$ cat config.mk
export PLATFORM = sky130hd
export DESIGN_NAME = krt_ram
export DESIGN_NICKNAME = d
export VERILOG_FILES = /design/src/hw/rtl/krt_ram.sv
export SDC_FILE = /design/constraint.sdc
export NUM_CORES = 2
export LEC_CHECK = 0
export BUFFER_PORTS_ARGS = -buffer_cell sky130_fd_sc_hd__buf_2
export CORE_ASPECT_RATIO = 1.4
export CORE_UTILIZATION = 40
export CTS_BUF_LIST = sky130_fd_sc_hd__clkbuf_16
export DETAILED_ROUTE_END_ITERATION = 6
export PLACE_DENSITY = 0.58
export SLEW_MARGIN = 20
export SYNTH_ARGS = -nofsm -noshare
export SYNTH_HDL_FRONTEND = slang
export SYNTH_SLANG_ARGS = --single-unit
$ cat constraint.sdc
create_clock -name clk -period 4.18 [get_ports clk]
set_clock_uncertainty 0.1 [all_clocks]
set_input_delay 0.418 -clock clk [delete_from_list [all_inputs] [get_ports clk]]
set_output_delay 0.418 -clock clk [all_outputs]
set_load 0.01 [all_outputs]
$ cat src/hw/rtl/krt_ram.sv
// Generic single-clock memory with one write port and one registered read port.
// Depends on nothing.
module krt_ram #(
	parameter int WIDTH = 32,
	parameter int DEPTH = 128,
	parameter int AW    = $clog2(DEPTH)
) (
	input  logic             clk,
	input  logic             rd_en,
	input  logic [AW-1:0]    rd_addr,
	output logic [WIDTH-1:0] rd_data,
	input  logic             wr_en,
	input  logic [AW-1:0]    wr_addr,
	input  logic [WIDTH-1:0] wr_data
);

	logic [WIDTH-1:0] mem [DEPTH];

	always_ff @(posedge clk) begin
		if (wr_en) begin
			mem[wr_addr] <= wr_data;
		end
	end

	always_ff @(posedge clk) begin
		if (rd_en) begin
			rd_data <= mem[rd_addr];
		end
	end

endmodule

* After elaboration in Yosys (flattened, before gate mapping) *
Memory sizes are Yosys's and may differ from the RTL's. A register that Yosys moved wholly into a read port is not among the register bits.
Index checks and enable logic that the tools add are counted.

cells by class
  multiplexer cells = 2

operators with widths
  operator          count
  2-to-1 mux 1 bit  2

storage, ports and cells
  flip-flop bits (word level) = 0
  RAM bits = 4096
  memories kept = 1

memory list
  memory  words  bits a word  rd ports  clocked after Yosys merged registers in  wr ports  RTL line  text
  mem     128    32           1         1                                        1         17        logic [WIDTH-1:0] mem [DEPTH];

* Longest topological paths before layout *
  depth after elaboration = 2
  depth in mapped cells = 8
  mapped depth without buffers = 4

* Least setup slack after synthesis *
No wires, ideal clock.

  path type = input to register
  start point = input wr_en
  end point = memory mem[98][0], enable pin
  arrival time = 3.196 ns
  required time = 3.619 ns
  slack = 0.423 ns
  stages on the path = 3
  path through = clkbuf_1 nand4_1 nor3_1

on the way
  cells in the longest elaborated chain, start to end = 2

ends and longest elaborated chain
  element                                 RTL line  text
  start: declaration                      12        input logic wr_en,
  2-to-1 mux 1 bit                        20        if (wr_en) begin
  2-to-1 mux 1 bit (implied by the code)  21        mem[wr_addr] <= wr_data;
  end: declaration                        17

Every way passes these cells.

==> run_results.csv <==
group,metric,value,unit
outcome,outcome,"finished clean",
pwr,p_switching,18.32,mW
logic_synthesis,post-synth-top-count-cell,"edfxtp_1",
logic_synthesis,synth.area.top_cells,"edfxtp_1 (79%), mux4_2 (19%), clkbuf_1 (0.44%)",
timing,min_period,3070,ps
timing,whs,13.98,ps
logic_synthesis,ys_seq_elements,4128,
clock_network,path_clk_slew,60,ps
pwr,p_comb_share,5.6,%
place,hpwl,254400,um
timing,fmax,325.7,MHz
hold_path,hold_path.class,"input port to flop",
route,finalWirelength,436000,um
logic_synthesis,yosys-top-cells-count,"edfxtp_1 (4128), mux4_2 (1344), clkbuf_1 (182)",
critical_path,cp.arrival,3650,ps
grt,grt_pass1_vias,72810,
final_layout,finish.utilization,46.23,%
final_layout,syn_to_final_growth,14.92,%
route,drt_iter0_markers,8785,
critical_path,slowest_delay,720,ps
critical_path,cp_max_fo,46,
timing,drv_slew,0,
clock_network,cts-htree-levels,5,
logic_synthesis,async_reset_ff_share,0,%
clock_network,cts.sinks,4128,
floorplan,core_area,389300,um^2
grt,grt_max_degree,98,
pwr,sw_frac_of_total,21.72,%
clock_network,cts-root-buf,"clkbuf_16",
critical_path,critPathRequiredTime,4760,ps
route,ant_nets,0,
clock_network,postCtsSetupBuffers,0,
timing,fin_crit_sh,73.44,%
final_layout,layout-drive-gt1-share,36.51,%
clock_network,cts_tree,"done",
floorplan,initial_utilization,40.23,%
pwr,vdd_drop_max,335.0,uV
logic_synthesis,synth.distinct_cells,16,
clock_network,numCtsBuffers,377,
route,vias_per_cell,5.809,
timing,hold_viol,0,
timing,setup_ws,1110,ps
timing,setup-tns-final,0,ps
critical_path,cpMaxStageDelayCell,"mux4_2",
route,drt_first_pass_iters,5,
pwr,p_total,84.32,mW
floorplan,num_rows,271,
critical_path,crit_type,"input port to flop",
grt,grt_pass1_wl,599800,um
timing,maxSlewHeadroom,23.92,%
logic_synthesis,yosysTopAreaCell,"edfxtp_1",
run,drv_cap,0,
pwr,seqPwrFrac,54.4,%
pwr,p_leak,54.91,nW
timing,rsz0062_at_grt,"false",
place,place_ws,164.7,ps
pwr,powerDensity,468.6,nW/um^2
critical_path,end_kind,"flop",
logic_synthesis,synthFlopType,"edfxtp_1",
clock_network,clk_latency,940,ps
grt,grt_antenna_before_repair,65,
logic_synthesis,synth_edf_count,4128,
floorplan,ioPinCount,81,
logic_synthesis,avgSynthCellArea,26.14,um^2
critical_path,crit_chain,"buf_8 > buf_12 > buf_12 > buf_12 > mux4_2 > mux4_2 > mux4_2 > mux2_2",
clock_network,clockBufferDepth,4,
grt,track_usage,22.24,%
route,drcViolationCount,0,
logic_synthesis,synth_top_area_share,79.16,%
grt,overflow,0,
final_layout,nNetsFinal,6587,
route,wire_per_inst,35.93,um
timing,setup_viol,0,
timing,tightest_slew,1141,ps
route,vias,70490,
pwr,p_int,66.01,mW
logic_synthesis,syn_area,156600,um^2
critical_path,startpoint_type,"input port",
floorplan,die_area,394000,um^2
logic_synthesis,synth_nets,6039,
logic_synthesis,ys.warnings.count,0,
pwr,clkPwrFrac,40.0,%
logic_synthesis,synthCells,5990,
place,port-buffer-count,80,
place,gp_congestion,0.8147,
logic_synthesis,synth_seq_area_share,79.16,%
floorplan,fp.dieW,530.8,um
floorplan,fp.dieH,742.3,um
-- layer usage --
layer / wire length (um) / global-route usage [%] / part of all wire, % / up-vias
li1: - / - / - / 27590
met3: 29220 / 3.085 / 6.7 / 516
met4: 18090 / 8.345 / 4.1 / 6
met2: 228400 / 39.04 / 52 / 2750
met1: 160200 / 27.93 / 37 / 39630
met5: 40 / 0 / 0.0092 / -
-- registers in the layout, summed over array words and instances (netlist names) --
| name | flops |
|---|---|
| mem | 4096 |
| rd_data | 32 |
-- critical path: cells and delay by family --
kind,cells,cell delay (ps)
buffers and inverters,4,1050
muxes,4,2030
-- per-stage QoR --
stage / instance area [um^2] / instances
final: 180000 / 12130
after detailed placement: 167500 / 11320
after global placement: 167500 / 11320
after floorplan: 156600 / 5990
after global routing: 179900 / 12110
after CTS: 179500 / 12010
-- cell usage in the layout, fill, tap and decap left out --
cell type	netlist	final
edfxtp_1	4128	4128
mux4_2	1344	1344
clkbuf_16	0	383
buf_4	3	295
nor2_4	0	119
buf_12	0	113
diode_2	0	111
inv_1	0	77
clkinv_2	0	76
clkinv_1	0	75
buf_2	79	40
mux2_2	32	32
bufinv_16	0	29
dlygate4sd3_1	0	25
clkinvlp_4	0	17
nand2_1	14	11
nor3_2	0	9
nand3_1	12	8
nor2b_1	7	7
inv_6	0	7
buf_6	2	5
nand3_2	0	4
inv_16	0	4
clkinv_8	0	4
clkinv_4	0	4
buf_16	0	4
nor2_1	122	3
nand4_1	3	3
nand2_2	0	3
buf_8	0	3
nand2b_1	2	2
or3_1	1	1
clkinv_16	0	1
-- cell type report --
| cell class | instances | area (um^2) |
|---|---|---|
| Fill cell | 31750 | 209300 |
| Sequential cell | 4128 | 124000 |
| Multi-Input combinational cell | 1546 | 32290 |
| Clock buffer | 383 | 9584 |
| Tap cell | 5187 | 6490 |
| Timing Repair Buffer | 485 | 5139 |
| Clock inverter | 294 | 2221 |
| Antenna cell | 111 | 277.8 |
-- power groups by stage --
| stage | sequential [mW] | clock (mW) | combinational, mW |
|---|---|---|---|
| 2_1_floorplan | 46.7 | 0 | 2.21 |
| 5_1_grt | 45.9 | 35.7 | 4.89 |
| 6_report | 45.9 | 33.7 | 4.72 |
| 4_1_cts | 45.9 | 34.3 | 4.79 |
| 3_5_place_dp | 46.8 | 0 | 4.77 |
| 3_3_place_gp | 46.8 | 0 | 4.70 |
-- worst paths after layout --
path                            to  cells past startpoint  slack (ps)                   from
max          rd_data[26]$_DFFE_PP_                      8        1110             rd_addr[2]
min           mem[92][4]$_DFFE_PP_                      1          10             wr_data[4]
max reg2reg  rd_data[23]$_DFFE_PP_                      4        1210  mem[29][23]$_DFFE_PP_
min reg2reg   rd_data[0]$_DFFE_PP_                      4        1120   mem[44][0]$_DFFE_PP_
-- cell families after synthesis --
family,Yosys count,synth area share [%]
flops,4128,79.16
simple gates,170,0.4450
buf+inv,316,0.8373
mux,1376,19.56
-- timing repair --
item,CTS,global route
gates resized for setup,0,0
hold buffers,19,6
hold endpoints to repair,522,76
No activity file was read; power rests on OpenSTA's default activity.
