==> config.mk <==
export PLATFORM = sky130hd
export DESIGN_NAME = krt_seq
export DESIGN_NICKNAME = d
export VERILOG_FILES = /design/src/hw/rtl/krt_pkg.sv /design/src/hw/rtl/krt_seq.sv
export SDC_FILE = /design/constraint.sdc
export NUM_CORES = 1
export LEC_CHECK = 0
export BUFFER_PORTS_ARGS = -buffer_cell sky130_fd_sc_hd__buf_2
export CAP_MARGIN = 20
export CORE_AREA = 2 2 148 150
export CTS_CLUSTER_SIZE = 28
export DETAILED_ROUTE_END_ITERATION = 10
export DIE_AREA = 0 0 150 152
export GPL_TIMING_DRIVEN = 0
export PLACE_DENSITY = 0.74
export SETUP_SLACK_MARGIN = 0.5
export SYNTH_ARGS = -nofsm -noshare
export SYNTH_HDL_FRONTEND = slang
export SYNTH_SLANG_ARGS = --single-unit
==> constraint.sdc <==
create_clock -name clk -period 8.26 [get_ports clk]
set_input_delay 0.413 -clock clk [delete_from_list [all_inputs] [get_ports clk]]
set_output_delay 0.413 -clock clk [all_outputs]
set_load 0.03 [all_outputs]
==> src/hw/rtl/krt_pkg.sv <==
// Shared types and constants of the keyed record table.
// Depends on nothing; the sequencer, the top level and the testbench import it.
package krt_pkg;

	localparam int TABLE_DEPTH = 128;
	localparam int IDX_W       = $clog2(TABLE_DEPTH);
	localparam int FILL_W      = $clog2(TABLE_DEPTH + 1);
	localparam int KEY_W       = 32;
	localparam int PAY_W       = 64;
	localparam int HELD_W      = 8;

	typedef enum logic [1:0] {
		OP_INSERT = 2'd0,
		OP_LOOKUP = 2'd1,
		OP_UPDATE = 2'd2,
		OP_DELETE = 2'd3
	} op_e_t;

	typedef enum logic [1:0] {
		ST_DONE    = 2'd0,
		ST_FULL    = 2'd1,
		ST_MISSING = 2'd2
	} status_e_t;

	typedef enum logic [2:0] {
		S_IDLE,
		S_EXEC,
		S_SCAN,
		S_SHIFT,
		S_RESP
	} state_e_t;

	typedef struct packed {
		op_e_t                    operation;
		logic signed [KEY_W-1:0]  key;
		logic [PAY_W-1:0]         payload;
	} req_t;

	typedef struct packed {
		status_e_t                status;
		logic [PAY_W-1:0]         found_payload;
		logic [HELD_W-1:0]        entries_held;
	} rsp_t;

	// Command from the sequencer to the key and payload memories.
	typedef struct packed {
		logic                     rd_en;
		logic [IDX_W-1:0]         rd_addr;
		logic                     wr_key_en;
		logic                     wr_pay_en;
		logic [IDX_W-1:0]         wr_addr;
		logic [KEY_W-1:0]         wr_key;
		logic [PAY_W-1:0]         wr_pay;
	} mem_cmd_t;

endpackage

==> src/hw/rtl/krt_seq.sv <==
// Sequencer of the keyed record table: insert, scan, update and shift-down delete.
// Depends on krt_pkg; drives the key and payload memories through mem_cmd_t.
module krt_seq (
	input  logic                         clk,
	input  logic                         arst_n,
	input  logic                         req_valid,
	output logic                         req_stall,
	input  krt_pkg::req_t                req,
	input  logic                         rsp_free,
	output logic                         rsp_load,
	output krt_pkg::rsp_t                rsp_next,
	output krt_pkg::mem_cmd_t            mem_cmd,
	input  logic [krt_pkg::KEY_W-1:0]    key_rd,
	input  logic [krt_pkg::PAY_W-1:0]    pay_rd
);
	import krt_pkg::*;

	state_e_t                state_q, state_d;
	op_e_t                   op_q;
	logic [KEY_W-1:0]        key_q;
	logic [PAY_W-1:0]        pay_q;
	logic [FILL_W-1:0]       fill_q;
	logic [FILL_W-1:0]       idx_q;
	logic                    pend_s1;
	logic [IDX_W-1:0]        addr_s1;
	status_e_t               status_q;
	logic [PAY_W-1:0]        found_q;

	logic                    accept;
	logic                    full;
	logic                    issue;
	logic                    hit;
	logic [FILL_W-1:0]       addr_ext;
	logic [FILL_W+HELD_W-1:0] held_ext;

	assign accept   = req_valid && !req_stall;
	assign full     = (fill_q == FILL_W'(TABLE_DEPTH));
	assign issue    = (idx_q < fill_q);
	assign hit      = pend_s1 && (key_rd == key_q);
	assign addr_ext = FILL_W'(addr_s1);
	assign held_ext = {{HELD_W{1'b0}}, fill_q};

	// Next state.
	always_comb begin
		state_d = state_q;
		unique case (state_q)
			S_IDLE: begin
				if (accept) state_d = S_EXEC;
			end
			S_EXEC: begin
				if (op_q == OP_INSERT) state_d = S_RESP;
				else state_d = S_SCAN;
			end
			S_SCAN: begin
				if (hit) begin
					if (op_q == OP_DELETE) state_d = S_SHIFT;
					else state_d = S_RESP;
				end else if (!issue && !pend_s1) begin
					state_d = S_RESP;
				end
			end
			S_SHIFT: begin
				if (!issue && !pend_s1) state_d = S_RESP;
			end
			S_RESP: begin
				if (rsp_free) state_d = S_IDLE;
			end
			default: state_d = S_IDLE;
		endcase
	end

	// Outputs and memory commands.
	always_comb begin
		req_stall         = (state_q != S_IDLE);
		rsp_load          = (state_q == S_RESP) && rsp_free;
		rsp_next.status        = status_q;
		rsp_next.found_payload = found_q;
		rsp_next.entries_held  = held_ext[HELD_W-1:0];
		mem_cmd.rd_en     = 1'b0;
		mem_cmd.rd_addr   = idx_q[IDX_W-1:0];
		mem_cmd.wr_key_en = 1'b0;
		mem_cmd.wr_pay_en = 1'b0;
		mem_cmd.wr_addr   = addr_s1;
		mem_cmd.wr_key    = key_rd;
		mem_cmd.wr_pay    = pay_rd;
		unique case (state_q)
			S_EXEC: begin
				if (op_q == OP_INSERT && !full) begin
					mem_cmd.wr_key_en = 1'b1;
					mem_cmd.wr_pay_en = 1'b1;
					mem_cmd.wr_addr   = fill_q[IDX_W-1:0];
					mem_cmd.wr_key    = key_q;
					mem_cmd.wr_pay    = pay_q;
				end
			end
			S_SCAN: begin
				mem_cmd.rd_en = issue && !hit;
				if (hit && op_q == OP_UPDATE) begin
					mem_cmd.wr_pay_en = 1'b1;
					mem_cmd.wr_pay    = pay_q;
				end
			end
			S_SHIFT: begin
				mem_cmd.rd_en     = issue;
				mem_cmd.wr_key_en = pend_s1;
				mem_cmd.wr_pay_en = pend_s1;
			end
			S_IDLE, S_RESP: begin
			end
			default: begin
			end
		endcase
	end

	always_ff @(posedge clk or negedge arst_n) begin
		if (!arst_n) begin
			state_q <= S_IDLE;
			fill_q  <= '0;
			pend_s1 <= 1'b0;
		end else begin
			state_q <= state_d;
			unique case (state_q)
				S_EXEC: begin
					if (op_q == OP_INSERT && !full) fill_q <= fill_q + 1'b1;
					pend_s1 <= 1'b0;
				end
				S_SCAN: begin
					pend_s1 <= issue && !hit;
				end
				S_SHIFT: begin
					pend_s1 <= issue;
					if (!issue && !pend_s1) fill_q <= fill_q - 1'b1;
				end
				S_IDLE, S_RESP: begin
					pend_s1 <= 1'b0;
				end
				default: begin
					pend_s1 <= 1'b0;
				end
			endcase
		end
	end

	// Request and datapath registers.
	always_ff @(posedge clk) begin
		unique case (state_q)
			S_IDLE: begin
				if (accept) begin
					op_q  <= req.operation;
					key_q <= req.key;
					pay_q <= req.payload;
				end
			end
			S_EXEC: begin
				idx_q    <= '0;
				found_q  <= '0;
				status_q <= (op_q == OP_INSERT && full) ? ST_FULL : ST_DONE;
			end
			S_SCAN: begin
				if (hit) begin
					if (op_q == OP_LOOKUP) found_q <= pay_rd;
					// The shift starts with the record just above the match.
					idx_q <= addr_ext + 1'b1;
				end else begin
					if (issue) begin
						idx_q   <= idx_q + 1'b1;
						addr_s1 <= idx_q[IDX_W-1:0];
					end else if (!pend_s1) begin
						status_q <= ST_MISSING;
					end
				end
			end
			S_SHIFT: begin
				if (issue) begin
					idx_q   <= idx_q + 1'b1;
					// Data read from slot i lands in slot i-1.
					addr_s1 <= idx_q[IDX_W-1:0] - 1'b1;
				end
			end
			S_RESP: begin
			end
			default: begin
			end
		endcase
	end

	a_fill_bound: assert property (@(posedge clk) disable iff (!arst_n)
		fill_q <= FILL_W'(TABLE_DEPTH))
		else $error("record count above table depth");

	a_scan_in_range: assert property (@(posedge clk) disable iff (!arst_n)
		(state_q == S_SCAN && pend_s1) |-> (addr_ext < fill_q))
		else $error("scan compared a slot beyond the held records");

	a_shift_order: assert property (@(posedge clk) disable iff (!arst_n)
		(state_q == S_SHIFT && pend_s1) |-> (addr_ext < idx_q))
		else $error("shift write overtook its read");

	a_rsp_then_idle: assert property (@(posedge clk) disable iff (!arst_n)
		rsp_load |=> (state_q == S_IDLE))
		else $error("sequencer did not return to idle after a response");

endmodule

==> Yosys cells after proc, flatten, opt, wreduce, memory -nomap -nowiden <==
Index checks and enable logic that the tools add are counted.
{ "totals": {"reg_bits": 191, "elab_cells": 95, "out_inout_bits": 189} }
{ "classes": {"order_cmp": 1, "reduce_logical": 26, "addsub": 5, "muxes": 33, "eq_ne": 20} }
{ "ops": {"columns": ["operator", "n"], "rows": [
  ["64-bit case mux with 2 select lines", 2],
  ["64-bit two-way mux", 3],
  ["105-bit two-way mux", 1],
  ["39-bit two-way mux", 1],
  ["32-bit == test", 1],
  ["8-bit two-way mux", 4],
  ["8-bit case mux with 3 select lines", 1],
  ["2-bit inequality test, second input constant", 11],
  ["7-bit two-way mux", 3],
  ["3-bit two-way mux", 6],
  ["8-bit by 1-bit adder with 8-bit output, second input constant", 2],
  ["8-bit case mux with 2 select lines", 1],
  ["3-bit case mux with 5 select lines", 1],
  ["7-bit case mux with 2 select lines", 1],
  ["7-bit by 1-bit adder with 8-bit output, second input constant", 1],
  ["8-bit == test, second input constant", 1],
  ["1-bit logical AND", 8],
  ["8-bit < comparator", 1],
  ["4-bit AND reduction", 2],
  ["8-bit by 1-bit subtractor with 8-bit output, second input constant", 1],
  ["7-bit by 1-bit subtractor with 7-bit output, second input constant", 1],
  ["3-bit by 2-bit == test with 1-bit output, second input constant", 2],
  ["2-bit two-way mux", 3],
  ["3-bit AND reduction", 2],
  ["other kinds (14)", 25]
]} }

==> Depth between registers and ports, before layout <==
{ "depth": {"word_depth": 6, "ltp_mapped": 11, "depth_no_buf": 10} }

==> Worst setup path after synthesis <==
Ideal clock, no wire load.
{ "synth_timing": {"path_type": "input to register", "from": "input port key_rd[22] (netlist bit)", "to": "register found_q[0] (enable)", "n_path_buf": 1, "path_stages": 7, "setup_time_ns": 0.507, "setup_slack_ns": 2.677, "t_arrival_ns": 5.076, "required_ns": 7.753, "cell_sequence": "xor2_1 > nor4_1 > nand4_1 > or3_1 > buf_2 > or4b_1 > a21oi_1"} }
{ "synth_between": {"elab_chain_cells": 4} }
{ "synth_lines": {"columns": ["element", "line_no", "source"], "rows": [
  ["start: declaration", "krt_seq.sv:13", "input logic [krt_pkg::KEY_W-1:0] key_rd,"],
  ["32-bit == test", "krt_seq.sv:39", "assign hit = pend_s1 && (key_rd == key_q);"],
  ["1-bit logical AND", "krt_seq.sv:39", null],
  ["2-bit inequality test (no source line)", null, null],
  ["3-bit AND reduction (no source line)", null, null],
  ["end signal: assignment", "krt_seq.sv:161", "if (op_q == OP_LOOKUP) found_q <= pay_rd;"],
  ["end: declaration", "krt_seq.sv:27", "logic [PAY_W-1:0] found_q;"]
]} }
No other way between the ends.
A chain may end at the register's enable or synchronous reset.

==> qor.yml <==
hold_path:
  min_from: "req[20]"
  hold_class: "primary input to flip-flop"
  holdPathEnd: "pay_q[20]"
  worstHoldPathCells: 1
yosys:
  synth-seq-cells: 191
  yosysUniqueCellTypes: 52
  synth_fp_nets: 845
  yosysWarnings: 0
  syn_area_um2: 9300
  synthArstFlopShare: 0.0628
  ys_seq_area_frac: 0.610
  netlist_instances: 630
  syn_area_per_cell_um2: 14.8
  synth_edf_count: 179
  synthFlopType: "edfxtp_1"
floorplanning:
  core_um2: 21400
  start_util: 0.435
  row_count: 54
  die_w_um: 150
  die_area_um2: 22800
  die_y_um: 152
  boundaryPins: 387
clocking:
  clk_latency_ns: 0.44
  post-cts-setup-buffers: 0
  cts-buffers-inserted: 17
  clock_path_buffers: 2
  cts-root-buf: "clkbuf_16"
  cts_tree: "built"
  clock_sinks: 191
  ctsHtreeMaxLevel: 4
  clkTransAtPathRegs_ns: 0.08
timing:
  worst_pin_slew_ns: 1.05
  tns_ns: 0
  max_slew_margin: 0.295
  fin_worst_skew_ns: 0.0170
  rsz0062_at_grt: "no"
  maxSlewViolCount: 0
  setup_violations: 0
  fin_crit_ns: 3.91
  hold_viol: 0
  finalCritPeriodShare: 0.473
  fmax_mhz: 256
setup_path:
  crit_type: "flip-flop to primary output"
  reg2reg_to: "found_q[35]"
  path_buf_inv: 3
  end_kind: "primary output"
  cp_cell_sequence: "inv_1, ha_1, a211oi_1, nor2_1, a211oi_1, clkbuf_1, nor2b_1, buf_2"
  cp.arrival_ns: 3.50
  ff2ff_path_depth: 8
  reg2reg_from: "key_q[18]"
  crit_top_cell: "a211oi_1"
  cp_max_fo: 10
  rrSetupSlack_ns: 4.71
  cp_slowest_stage_delay_ns: 0.86
  slowest_stage: "a211oi_1"
  start_kind: "flip-flop"
  crit_required_ns: 7.85
  cp.depth: 8
  cp_top_family: "compound AO/OA/AOI/OAI gates"
cells_and_area:
  final_cell_mix: "buf_2 (388), edfxtp_1 (179), and2_1 (64)"
  area_growth_pct: 32.6
  final_common_cell: "buf_2"
  fill_cells: 1785
  nets: 1254
  stdcell_count: 1334
  drive_gt1_frac: 0.518
  post-route-util: 0.577
pwr:
  power_density_nw_per_um2: 349
  p_leak_nw: 5.44
  ir_drop_v: 0.000142
placement:
  gp_congestion: 0.858
  dp.cells: 1299
  portBuffers: 386
  dp_hpwl_um: 20900
route:
  antenna_left: 0
  drt_pass1_iterations: 4
  routedWlPerCell_um: 19.9
  detail_route.vias_per_cell: 5.07
  drt-total-wl_um: 26500
  dr.first_iter.drc_count: 375
  drc: 0
  num_vias: 6766
grt:
  grt_pass1_wl_um: 38900
  grt_max_degree: 61
  grt_pass1_vias: 6807
  track_usage: 0.229
  grt_overflow: 0
  antenna_found_initial: 4
flow_run:
  cap_violations: 0
run_status:
  status: "completed"
-- how the worst max path moves through the flow --
| stage | startpoint | end | slack [ns] |
|---|---|---|---|
| floorplan | key_rd[22] | found_q[0] | 2.68 |
| global placement | key_rd[18] | found_q[31] | 0.38 |
| detailed placement | key_rd[18] | found_q[11] | 4.56 |
| CTS | fill_q[5] | mem_cmd[112] | 4.45 |
| global route | fill_q[5] | mem_cmd[112] | 4.18 |
| finish | fill_q[5] | mem_cmd[112] | 4.35 |
-- sequential cells by signal (all words and copies together) (netlist names) --
| register | count |
|---|---|
| state_q | 3 |
| found_q | 64 |
| fill_q | 8 |
| idx_q | 8 |
| pay_q | 64 |
| pend_s1 | 1 |
| key_q | 32 |
| status_q | 2 |
| addr_s1 | 7 |
| op_q | 2 |
-- final cells by class --
class	count	area, um^2	area share
antenna	2	5.00	0.000406
buffer	32	201	0.0163
clock buffer	17	425	0.0345
clock inverter	15	220	0.0179
inverter	15	56.3	0.00457
multi-input combinational	392	3380	0.274
sequential	191	5680	0.461
tap	280	350	0.0284
timing repair buffer	390	2010	0.163
-- power breakdown --
part	internal (mW)	switching, mW
Combinational	0.598	1.19
Sequential	1.47	0.159
Clock	0.452	0.435
Total	2.52	1.79
-- stage by stage --
step                instance area, um^2  power, mW  hold slack (ns)  worst slack, ns
global placement                  11600       3.41            0.308            0.376
detailed placement                11700       3.45            0.310             4.56
finish                            12300       4.30            0.147             4.35
global route                      12300       4.52            0.123             4.18
floorplan                          9300       2.87            0.117             2.68
CTS                               12300       4.34            0.125             4.45
-- routing by layer --
layer,GRT usage,wire [um],vias to the layer above,share of wire
li1,-,-,3152,-
met1,0.257,9750,3269,0.37
met2,0.414,14000,306,0.53
met3,0.0568,2060,39,0.078
met4,0.0840,744,0,0.028
met5,0,0,-,0
-- timing repair --
action	CTS	global route
resized for setup	0	0
hold buffers	1	0
hold endpoints to repair	12	0
-- cell families after synthesis --
group | after synthesis | synth area share
flip-flops | 191 | 0.610
AND/OR/NAND/NOR | 167 | 0.103
multiplexers | 105 | 0.151
XOR/XNOR | 56 | 0.0528
AO/OA/AOI/OAI | 47 | 0.0318
buffers and inverters | 47 | 0.0277
adder cells (fa/ha/maj) | 17 | 0.0237
-- cell usage after synthesis (4+ instances only) --
library cell	instances	area share
a211oi_1	6	0.0048
a21oi_1	11	0.0059
and2_1	64	0.043
and3_1	4	0.0027
buf_4	7	0.0057
buf_6	7	0.0085
clkbuf_1	13	0.0052
dfrtp_1	12	0.032
edfxtp_1	179	0.58
ha_1	16	0.022
inv_1	14	0.0057
mux2_2	43	0.052
mux2_4	60	0.097
nand2_1	19	0.0077
nand3_1	8	0.0043
nand4_1	8	0.0054
nor2_1	19	0.0077
nor2b_1	5	0.0034
nor3_1	5	0.0027
nor4_1	14	0.0094
o21ai_0	13	0.0070
o22ai_1	4	0.0027
or3_1	8	0.0054
xnor2_1	18	0.017
xor2_1	38	0.036
Power figures use the tool's default switching activity.
